--- src/hdl/wbcd_pkg.sv ---
// ----------------------------------------------------------------------------
// wbcd_pkg
// Shared widths, register indexes and the divider request type for the
// wrench bias calibration and contact detection block.
// ----------------------------------------------------------------------------
`default_nettype none

package wbcd_pkg;

  localparam int NUM_CH     = 6;
  localparam int SAMPLE_W   = 24;
  localparam int DIFF_W     = SAMPLE_W + 1;
  localparam int SUM_W      = 36;
  localparam int CNT_W      = 13;
  localparam int THR_W      = 23;
  localparam int BITCNT_W   = 6;
  localparam int CH_W       = 3;
  localparam int CFG_IDX_W  = 8;
  localparam int CFG_DATA_W = 32;
  localparam int DATA_W     = NUM_CH * SAMPLE_W;
  localparam int USER_W     = 2;

  localparam logic [CNT_W-1:0] MAX_BIAS_SAMPLES   = CNT_W'(4096);
  localparam logic [CNT_W-1:0] BIAS_SAMPLES_RESET = CNT_W'(100);
  localparam logic [THR_W-1:0] THRESHOLD_RESET    = THR_W'(307);

  localparam logic [CFG_IDX_W-1:0] REG_BIAS_SAMPLES = CFG_IDX_W'(0);
  localparam logic [CFG_IDX_W-1:0] REG_CONTACT_THR  = CFG_IDX_W'(1);

  typedef struct packed {
    logic                    start;
    logic signed [SUM_W-1:0] dividend;
    logic [CNT_W-1:0]        divisor;
  } div_req_t;

endpackage

`default_nettype wire

--- src/hdl/wbcd_div.sv ---
// ----------------------------------------------------------------------------
// wbcd_div
// Restoring divider, one quotient bit per cycle: signed channel sum over
// unsigned sample count, quotient truncated toward zero.
// ----------------------------------------------------------------------------
`default_nettype none

module wbcd_div import wbcd_pkg::*; (
  input  wire                        clk,
  input  wire                        rst,
  input  div_req_t                   req,
  output logic                       done,
  output logic signed [SAMPLE_W-1:0] quot
);

  logic                busy;
  logic [BITCNT_W-1:0] step;
  logic [SUM_W-1:0]    qsh;
  logic [CNT_W-1:0]    rem;
  logic [CNT_W-1:0]    dvs;
  logic                neg;
  logic [SUM_W-1:0]    mag;
  logic [CNT_W:0]      trial;
  logic [CNT_W:0]      trial_sub;
  logic                ge;
  logic [SAMPLE_W-1:0] qmag;

  assign mag       = req.dividend[SUM_W-1] ? (~req.dividend + SUM_W'(1)) : req.dividend;
  assign trial     = {rem, qsh[SUM_W-1]};
  assign trial_sub = trial - {1'b0, dvs};
  assign ge        = trial >= {1'b0, dvs};
  assign qmag      = qsh[SAMPLE_W-1:0];
  assign quot      = neg ? (~qmag + SAMPLE_W'(1)) : qmag;

  always_ff @(posedge clk) begin
    if (rst) begin
      busy <= 1'b0;
      done <= 1'b0;
      step <= '0;
    end else begin
      done <= 1'b0;
      if (req.start) begin
        busy <= 1'b1;
        step <= '0;
        qsh  <= mag;
        rem  <= '0;
        dvs  <= req.divisor;
        neg  <= req.dividend[SUM_W-1];
      end else if (busy) begin
        qsh  <= {qsh[SUM_W-2:0], ge};
        rem  <= ge ? trial_sub[CNT_W-1:0] : trial[CNT_W-1:0];
        step <= step + BITCNT_W'(1);
        if (step == BITCNT_W'(SUM_W - 1)) begin
          busy <= 1'b0;
          done <= 1'b1;
        end
      end
    end
  end

endmodule

`default_nettype wire

--- src/hdl/wrench_bias_calibrate_contact_detect.sv ---
// ----------------------------------------------------------------------------
// wrench_bias_calibrate_contact_detect
// Six-axis force/torque zero-offset calibration with Z contact detection.
//
// Input items arrive on the s_ stream, one six-channel sample per item, and
// each produces exactly one result item on the m_ stream. Registers are set
// through the cfg_ write channel, which is always ready.
// After reset the block collects bias_samples samples (zero taken as one,
// capped at 4096) into 36-bit sums, then divides each sum by the count in
// a shared one-bit-per-cycle divider. Later samples get the bias subtracted
// and saturated to 24 bits; in_contact is set when |corrected Z| exceeds
// contact_threshold. Datapaths are bit serial, all six channels side by side:
//   calibrating item: serial accumulation into the sums,
//   final calibrating item: then the six divisions, one per channel,
//   corrected item: serial subtraction of the bias.
// One item is in work at a time; s_tready is high only when idle.
// Results sit in an output register, so a new item is taken while a result
// waits. If the receiver stalls, the next result holds until m_tready.
// Reset clears sums, biases, count and flags, and restarts calibration.
// ----------------------------------------------------------------------------
`default_nettype none

module wrench_bias_calibrate_contact_detect import wbcd_pkg::*; (
  input  wire                   clk,
  input  wire                   rst,
  input  wire                   s_tvalid,
  output logic                  s_tready,
  // force_x, force_y, force_z, torque_x, torque_y, torque_z
  input  wire  [DATA_W-1:0]     s_tdata,
  output logic                  m_tvalid,
  input  wire                   m_tready,
  // corr_force_x, corr_force_y, corr_force_z, corr_torque_x, corr_torque_y,
  // corr_torque_z
  output logic [DATA_W-1:0]     m_tdata,
  // calibrating, in_contact
  output logic [USER_W-1:0]     m_tuser,
  input  wire                   cfg_valid,
  output logic                  cfg_ready,
  input  wire  [CFG_IDX_W-1:0]  cfg_index,
  input  wire  [CFG_DATA_W-1:0] cfg_data
);

  localparam logic [2:0] ST_IDLE = 3'd0;
  localparam logic [2:0] ST_CAL  = 3'd1;
  localparam logic [2:0] ST_DIV  = 3'd2;
  localparam logic [2:0] ST_COR  = 3'd3;
  localparam logic [2:0] ST_DONE = 3'd4;

  logic [2:0]          state;
  logic [BITCNT_W-1:0] bitcnt;
  logic [CH_W-1:0]     ch;
  logic                collecting;
  logic [CNT_W-1:0]    sample_count;
  logic                cal_last;
  logic                contact_flag;
  logic [CNT_W-1:0]    bias_samples;
  logic [THR_W-1:0]    contact_threshold;
  logic                res_cal;
  logic                div_go;

  logic [SUM_W-1:0]    work  [NUM_CH];
  logic [SUM_W-1:0]    sums  [NUM_CH];
  logic [SAMPLE_W-1:0] bias  [NUM_CH];
  logic [DIFF_W-1:0]   bwork [NUM_CH];
  logic [DIFF_W-1:0]   diff  [NUM_CH];
  logic [NUM_CH-1:0]   carry;

  logic [NUM_CH-1:0]   add_bit, add_cy, sub_bit, sub_cy;
  logic [SAMPLE_W-1:0] corr  [NUM_CH];
  logic [CNT_W-1:0]    target;
  logic [CNT_W-1:0]    cnt_inc;
  logic [SAMPLE_W-1:0] abs_z;
  logic                new_contact;
  logic                out_free;

  div_req_t                   div_req;
  logic                       div_done;
  logic signed [SAMPLE_W-1:0] div_quot;

  assign s_tready  = (state == ST_IDLE);
  assign cfg_ready = 1'b1;
  assign out_free  = !m_tvalid || m_tready;

  assign target = (bias_samples == '0) ? CNT_W'(1) :
                  (bias_samples > MAX_BIAS_SAMPLES) ? MAX_BIAS_SAMPLES : bias_samples;
  assign cnt_inc = sample_count + CNT_W'(1);

  always_comb begin
    for (int c = 0; c < NUM_CH; c++) begin
      add_bit[c] = work[c][0] ^ sums[c][0] ^ carry[c];
      add_cy[c]  = (work[c][0] & sums[c][0]) | (carry[c] & (work[c][0] ^ sums[c][0]));
      sub_bit[c] = work[c][0] ^ ~bwork[c][0] ^ carry[c];
      sub_cy[c]  = (work[c][0] & ~bwork[c][0]) | (carry[c] & (work[c][0] ^ ~bwork[c][0]));
      if (diff[c][DIFF_W-1] != diff[c][DIFF_W-2]) begin
        corr[c] = diff[c][DIFF_W-1] ? {1'b1, {(SAMPLE_W-1){1'b0}}}
                                    : {1'b0, {(SAMPLE_W-1){1'b1}}};
      end else begin
        corr[c] = diff[c][SAMPLE_W-1:0];
      end
    end
  end

  assign abs_z       = corr[2][SAMPLE_W-1] ? (~corr[2] + SAMPLE_W'(1)) : corr[2];
  assign new_contact = {1'b0, abs_z} > {2'b00, contact_threshold};

  assign div_req.start    = div_go;
  assign div_req.dividend = sums[ch];
  assign div_req.divisor  = sample_count;

  wbcd_div u_div (
    .clk  (clk),
    .rst  (rst),
    .req  (div_req),
    .done (div_done),
    .quot (div_quot)
  );

  always_ff @(posedge clk) begin
    if (rst) begin
      state             <= ST_IDLE;
      bitcnt            <= '0;
      ch                <= '0;
      collecting        <= 1'b1;
      sample_count      <= '0;
      cal_last          <= 1'b0;
      contact_flag      <= 1'b0;
      bias_samples      <= BIAS_SAMPLES_RESET;
      contact_threshold <= THRESHOLD_RESET;
      res_cal           <= 1'b0;
      div_go            <= 1'b0;
      m_tvalid          <= 1'b0;
      for (int c = 0; c < NUM_CH; c++) begin
        sums[c] <= '0;
        bias[c] <= '0;
      end
    end else begin
      if (m_tready && (state != ST_DONE)) begin
        m_tvalid <= 1'b0;
      end
      if (cfg_valid) begin
        if (cfg_index == REG_BIAS_SAMPLES) begin
          bias_samples <= cfg_data[CNT_W-1:0];
        end else if (cfg_index == REG_CONTACT_THR) begin
          contact_threshold <= cfg_data[THR_W-1:0];
        end
      end
      case (state)
        ST_IDLE: begin
          if (s_tvalid) begin
            for (int c = 0; c < NUM_CH; c++) begin
              work[c]  <= {{(SUM_W-SAMPLE_W){s_tdata[c*SAMPLE_W+SAMPLE_W-1]}},
                           s_tdata[c*SAMPLE_W +: SAMPLE_W]};
              bwork[c] <= {bias[c][SAMPLE_W-1], bias[c]};
            end
            carry  <= collecting ? '0 : '1;
            bitcnt <= '0;
            if (collecting) begin
              sample_count <= cnt_inc;
              cal_last     <= (cnt_inc >= target);
              state        <= ST_CAL;
            end else begin
              state <= ST_COR;
            end
          end
        end
        ST_CAL: begin
          for (int c = 0; c < NUM_CH; c++) begin
            sums[c] <= {add_bit[c], sums[c][SUM_W-1:1]};
            work[c] <= {1'b0, work[c][SUM_W-1:1]};
          end
          carry  <= add_cy;
          bitcnt <= bitcnt + BITCNT_W'(1);
          if (bitcnt == BITCNT_W'(SUM_W - 1)) begin
            if (cal_last) begin
              collecting <= 1'b0;
              ch         <= '0;
              div_go     <= 1'b1;
              state      <= ST_DIV;
            end else begin
              res_cal <= 1'b1;
              state   <= ST_DONE;
            end
          end
        end
        ST_DIV: begin
          div_go <= div_done && (ch != CH_W'(NUM_CH - 1));
          if (div_done) begin
            bias[ch] <= div_quot;
            if (ch == CH_W'(NUM_CH - 1)) begin
              res_cal <= 1'b1;
              state   <= ST_DONE;
            end else begin
              ch <= ch + CH_W'(1);
            end
          end
        end
        ST_COR: begin
          for (int c = 0; c < NUM_CH; c++) begin
            diff[c]  <= {sub_bit[c], diff[c][DIFF_W-1:1]};
            work[c]  <= {1'b0, work[c][SUM_W-1:1]};
            bwork[c] <= {1'b0, bwork[c][DIFF_W-1:1]};
          end
          carry  <= sub_cy;
          bitcnt <= bitcnt + BITCNT_W'(1);
          if (bitcnt == BITCNT_W'(DIFF_W - 1)) begin
            res_cal <= 1'b0;
            state   <= ST_DONE;
          end
        end
        ST_DONE: begin
          if (out_free) begin
            m_tvalid <= 1'b1;
            if (res_cal) begin
              m_tdata <= '0;
              m_tuser <= {contact_flag, 1'b1};
            end else begin
              for (int c = 0; c < NUM_CH; c++) begin
                m_tdata[c*SAMPLE_W +: SAMPLE_W] <= corr[c];
              end
              m_tuser      <= {new_contact, 1'b0};
              contact_flag <= new_contact;
            end
            state <= ST_IDLE;
          end
        end
        default: begin
          state <= ST_IDLE;
        end
      endcase
    end
  end

endmodule

`default_nettype wire

--- config.mk ---
export PLATFORM = sky130hd
export DESIGN_NAME = wrench_bias_calibrate_contact_detect
export DESIGN_NICKNAME = d
export VERILOG_FILES = /design/src/hdl/wbcd_pkg.sv /design/src/hdl/wbcd_div.sv /design/src/hdl/wrench_bias_calibrate_contact_detect.sv
export SDC_FILE = /design/constraint.sdc
export NUM_CORES = 2
export LEC_CHECK = 0
export BUFFER_PORTS_ARGS = -buffer_cell sky130_fd_sc_hd__buf_2
export CAP_MARGIN = 5
export CELL_PAD_IN_SITES_DETAIL_PLACEMENT = 0
export CELL_PAD_IN_SITES_GLOBAL_PLACEMENT = 1
export CORE_ASPECT_RATIO = 1.1
export CORE_MARGIN = 2
export CORE_UTILIZATION = 54
export DETAILED_ROUTE_END_ITERATION = 16
export GPL_TIMING_DRIVEN = 1
export PLACE_DENSITY_LB_ADDON = 0.1
export SLEW_MARGIN = 20
export SYNTH_ARGS = -nofsm -noshare
export SYNTH_HDL_FRONTEND = slang
export SYNTH_HIERARCHICAL = 1
export SYNTH_SLANG_ARGS = --single-unit
--- constraint.sdc ---
create_clock -name clk -period 17.2 [get_ports clk]
set_clock_uncertainty 0.2 [all_clocks]
set_input_delay 0.86 -clock clk [delete_from_list [all_inputs] [get_ports clk]]
set_output_delay 0.86 -clock clk [all_outputs]
set_load 0.01 [all_outputs]
== Yosys cells after proc, flatten, opt, wreduce, memory -nomap -nowiden ==
Memories as Yosys holds them, arrays and structs flattened. A register that Yosys moved wholly into a read port is not among the register bits.
Cells that the tools add are included.
Widths: inputs -> output; s select.
Storage, ports and cells
  bits in registers: 290
  latch bits: 0
  RAM bits: 876
  bits in read-only memories: 0
  bits of input ports: 189
  output and inout port bits: 149
  word-level logic and storage cells: 294
  memories: 5
Operators by class
  $add $sub $neg: 8
  multipliers: 0
  div/mod/pow operators: 0
  magnitude comparators: 4
  equality and inequality tests: 26
  shift operators: 0
  muxes and demuxes: 102
  bitwise logic cells: 97
  reductions and logical operators: 30
Memory list
  sums: depth 6, bits a word 36, rd ports 7, clocked after Yosys merged registers in 1, write ports 6, RTL line wrench_bias_calibrate_contact_detect.sv:62  | logic [SUM_W-1:0] sums [NUM_CH];
  work: depth 6, bits a word 36, rd ports 6, clocked after Yosys merged registers in 0, write ports 6, RTL line wrench_bias_calibrate_contact_detect.sv:61  | logic [SUM_W-1:0] work [NUM_CH];
  bwork: depth 6, bits a word 25, rd ports 6, clocked after Yosys merged registers in 0, write ports 6, RTL line wrench_bias_calibrate_contact_detect.sv:64  | logic [DIFF_W-1:0] bwork [NUM_CH];
  diff: depth 6, bits a word 25, rd ports 6, clocked after Yosys merged registers in 0, write ports 6, RTL line wrench_bias_calibrate_contact_detect.sv:65  | logic [DIFF_W-1:0] diff [NUM_CH];
  bias: depth 6, bits a word 24, rd ports 6, clocked after Yosys merged registers in 0, write ports 6, RTL line wrench_bias_calibrate_contact_detect.sv:63  | logic [SAMPLE_W-1:0] bias [NUM_CH];
Operators with widths (number)
  $mux 36: 21
  $mux 24: 15
  $mux 25: 6
  $mux 13: 4
  $add 24x1->24 const B: 2
  $not 24->24: 2
  $mux 3: 14
  $add 36x2->36 const B: 1
  $not 36->36: 1
  $or 1x1->1: 36
  $mux 1: 31
  $and 1x1->1: 24
  $gt 24x23->1: 1
  $reduce_or 24->1: 1
  $xor 1x1->1: 24
  $reduce_and 3->1: 7
  $mux 6: 3
  $pmux 6 s3: 1
  $ne 2x2->1 const B: 8
  $pmux 3 s5: 1
  $ge 14x13->1: 1
  $add 13x1->13 const B: 1
  $ge 13x13->1: 1
  $gt 13x13->1 const B: 1
  other kinds (31): 60

== Longest topological paths before layout ==
An unclocked memory read counts as a cell.
  word-level depth: 8
  depth in mapped cells: 20

== Cells and area by module ==
Netlist, hierarchy kept.
By module, submodules not included
  wrench_bias_calibrate_contact_detect: instances 1, cells an instance 3079, area each 44994.4 µm²
  wbcd_div: instances 1, cells an instance 478, area each 4631.9 µm²

== Worst setup path after synthesis ==
Ideal clock, no wire load.
  kind: input port to flip-flop
  start: input rst
  end: register contact_flag
  setup time: 85 ps
  arrival time: 7990 ps
  setup slack: 8925 ps
  stages on the path: 5
  path through: clkbuf_1 -> clkbuf_1 -> nor2_1 -> o211ai_1 -> nand2_1
RTL lines
  start, declared: RTL line wrench_bias_calibrate_contact_detect.sv:25  | input wire rst,
  end signal, assigned: RTL line wrench_bias_calibrate_contact_detect.sv:221  | contact_flag <= new_contact;
  end, declared: RTL line wrench_bias_calibrate_contact_detect.sv:55  | logic contact_flag;

==> flow_metrics.env <==
export IMPL_initial_core_util_pct=54.5
export IMPL_io_pins=338
export IMPL_synth_edf_count=1081
export IMPL_viasPerCell=5.63
export IMPL_post_cts_setup_buffers=0
export IMPL_hold_start="cfg_data[16]"
export IMPL_h_tree_depth=3
export IMPL_root_buffer="clkbuf_16"
export IMPL_power_density_nw_per_um2=123
export IMPL_synthFlopType="edfxtp_1"
export IMPL_crit_path_end_kind="flip-flop"
export IMPL_cp_arrival_ns=5.18
export IMPL_synth_nets=3829
export IMPL_regArea_um2=34200
export IMPL_grt_pass1_vias=28900
export IMPL_overflow=0
export IMPL_fin_nets=4078
export IMPL_ys_types=73
export IMPL_crit_fanout=40
export IMPL_drtIter0Drc=2317
export IMPL_worstSetupPathType="flip-flop to flip-flop"
export IMPL_placed_cells=4870
export IMPL_period_share_pct=28.9
export IMPL_first_pass_iters=5
export IMPL_tritoncts="built"
export IMPL_seq_area_frac_synth_pct=69.0
export IMPL_path_clk_slew_ns=0.06
export IMPL_clock_path_buffers=3
export IMPL_min_delay_path_depth=3
export IMPL_remaining_drc_errors=0
export IMPL_hold_path_class="primary input to flip-flop"
export IMPL_multi_input_area_um2=14000
export IMPL_maxSlewViolCount=0
export IMPL_post_route_min_period_ns=4.97
export IMPL_r2r_end="m_tuser[1]$_DFFE_PP_"
export IMPL_drtAntennaViolNets=0
export IMPL_yosys_area_top_type="edfxtp_1"
export IMPL_antenna_found_initial=14
export IMPL_core_um2=91000
export IMPL_worst_skew_pair_late_latency_ns=0.68
export IMPL_hold_viol=0
export IMPL_fp_dieH_um=322
export IMPL_synth_xor_area_share_pct=1.98
export IMPL_grt_pass1_wl_mm=157
export IMPL_syn_to_final_growth_pct=12.7
export IMPL_synth_top_family_by_area="compound AO/OA/AOI/OAI gates"
export IMPL_syn_area_um2=49600
export IMPL_setup_violations=0
export IMPL_peakVddDrop_mv=0.138
export IMPL_yosysMostFrequentCell="edfxtp_1"
export IMPL_r2r_start="diff[2][24]$_DFFE_PP_"
export IMPL_synth_common_cells="edfxtp_1 (1,081), nor2_1 (352), a21oi_1 (265), a22o_1 (240)"
export IMPL_synthAdderAreaFrac_pct=2.29
export IMPL_status="complete, no violations"
export IMPL_gp_congestion=0.827
export IMPL_syn_avg_cell_area_um2=14.0
export IMPL_clock_sinks=1169
export IMPL_synth_top_area_share_pct=65.4
export IMPL_num_rows=116
export IMPL_wl_mm=97.3
export IMPL_rrSetupSlack_ns=12.23
export IMPL_dieWidth_um=293
export IMPL_fin_cells=5090
export IMPL_syn_inst=3557
export IMPL_synth_seq_cells=1169
export IMPL_cp_start_kind="flip-flop"
export IMPL_drive_above_1_share_pct=17.1
export IMPL_dp_hpwl_mm=61.2
export IMPL_tns_ns=0
export IMPL_filler_cell_count=7013
export IMPL_ys_top_cells_by_area="edfxtp_1 (65%), a22o_1 (4.2%), dfxtp_1 (3.5%)"
export IMPL_synth_compound_area_share_pct=10.1
export IMPL_routedWlPerCell_um=19.1
export IMPL_worstPathRequired_ns=17.42
export IMPL_relSlewSlack_pct=20.6
export IMPL_die_area_um2=94300
export IMPL_worst_slew_pin_slew_ns=1.19
export IMPL_io_buffers=327
export IMPL_cts_hold_buffers=0
export IMPL_synth_warnings=6
export IMPL_r2r_cells=19
export IMPL_async_flop_share_pct=0
export IMPL_drv_cap=0
export IMPL_cts_made_buffers=113
export IMPL_synthSimpleGateAreaFrac_pct=9.31
export IMPL_rsz0062_at_grt="no"
export IMPL_max_freq_ghz=0.201
export IMPL_holdPathEnd="contact_threshold[16]$_SDFFE_PP0P_"
export IMPL_grt_max_degree=213
export IMPL_synth_mux_area_share_pct=4.36
export IMPL_via_count=28600
export IMPL_p_leak_nw=21.1
export IMPL_track_usage_pct=20.6
export IMPL_cts_resized_gates=0
-- layout make-up --
| type | instances | share of cell area (%) |
|---|---|---|
| inverter | 114 | 0.783 |
| clock buffer | 143 | 5.40 |
| timing repair buffer | 360 | 3.46 |
| antenna | 8 | 0.0358 |
| multi-input combinational | 2048 | 25.0 |
| clock inverter | 68 | 1.47 |
| sequential | 1169 | 61.2 |
| tap | 1180 | 2.64 |
-- report_power, final --
| part | internal [W] | switching (W) |
|---|---|---|
| Sequential | 0.00346 | 0.000125 |
| Combinational | 0.000261 | 0.000462 |
| Clock | 0.00150 | 0.00106 |
-- cells in the final DEF, fill, tap and decap left out, types with 10 or more instances in the layout --
cell type and count:
inv_1 112, nand3_1 26, bufinv_16 17, buf_2 326, buf_4 30, nand2_1 216, o21ai_0 53, mux2i_1 79
a22o_1 240, fa_1 13, and2_1 216, and3_1 11, xnor2_1 52, nand2b_1 11, edfxtp_1 1081, xor2_1 60
o31ai_1 16, nor2b_1 17, nor3_1 21, or3_1 12, nor4_1 10, dfxtp_1 83, a21o_1 88, clkinv_1 18
a21oi_1 264, ha_1 70, clkinv_2 21, nor2_1 348, mux4_2 36, mux2_2 50, or2_2 11, clkbuf_1 23
nand4_1 16, clkbuf_16 114
-- per-stage QoR --
step                      hold slack (ns)  instance area, um2  worst slack (ns)  utilization (%)  total power [W]
after floorplan                     0.206               49600              8.93                -          0.00415
after global routing                0.204               55900             11.90             61.5          0.00715
after CTS                           0.181               55900             12.23             61.4          0.00694
after global placement              0.231               52000             12.27             57.2          0.00434
after detailed placement            0.231               52000             12.24             57.2          0.00437
final                               0.221               55900             12.23             61.5          0.00687
-- state kept, by name, indices dropped and copies added, names as in the netlist, 2 cells and up, named ones only --
name and cells:
sample_count 13, bias 144, bitcnt 6, bias_samples 13, work 216, diff 150
u_div/step 6, carry 6, u_div/qsh 36, bwork 150, state 3, ch 3
u_div/rem 13, m_tdata 144, contact_threshold 23, u_div/dvs 13, m_tuser 2, sums 216
-- metal layers --
metal | global-route usage, % | routed length [um] | up-vias
li1 | - | - | 13700
met1 | 29.4 | 44300 | 14200
met2 | 32.8 | 45600 | 652
met3 | 3.80 | 5110 | 165
met4 | 5.70 | 2110 | 12
met5 | 0 | 70 | -
-- cells by family after synthesis --
family                     count (synthesis)
muxes                                    165
and+or+nand+nor                          960
other                                      1
xor gates and xnor gates                 112
adders and majority gates                 83
AOI/OAI and AO/OA                        727
DFF                                     1169
buffers and inverters                    340
-- critical path, cell delays in order, from the launching register on --
cell and delay, ns:
edfxtp_1 0.50, ha_1 0.33, buf_4 0.35, nor2_1 0.07
buf_4 0.22, a21oi_1 0.30, ha_1 0.31, nor2b_1 0.16
nand4_1 0.09, o21ai_0 0.37, a31oi_1 0.19, xnor2_1 0.17
a21oi_1 0.23, ha_1 0.27, nand3_1 0.16, nor2_1 0.07
a311oi_1 0.29, nand3_1 0.16, o21ai_0 0.21, nand2_1 0.07
-- worst max path at each step --
stage,start,to,slack (ns),cells past startpoint
after floorplan,rst,contact_flag$_SDFFE_PP0P_,8.93,5
after global placement,flip-flop,u_div/qsh[28]$_DFFE_PP_,12.27,10
after detailed placement,flip-flop,u_div/qsh[34]$_DFFE_PP_,12.24,10
after CTS,flip-flop,u_div/qsh[34]$_DFFE_PP_,12.23,10
after global routing,diff[2][24]$_DFFE_PP_,m_tuser[1]$_DFFE_PP_,11.90,18
final,diff[2][24]$_DFFE_PP_,m_tuser[1]$_DFFE_PP_,12.23,19
Power figures use the tool's default switching activity.
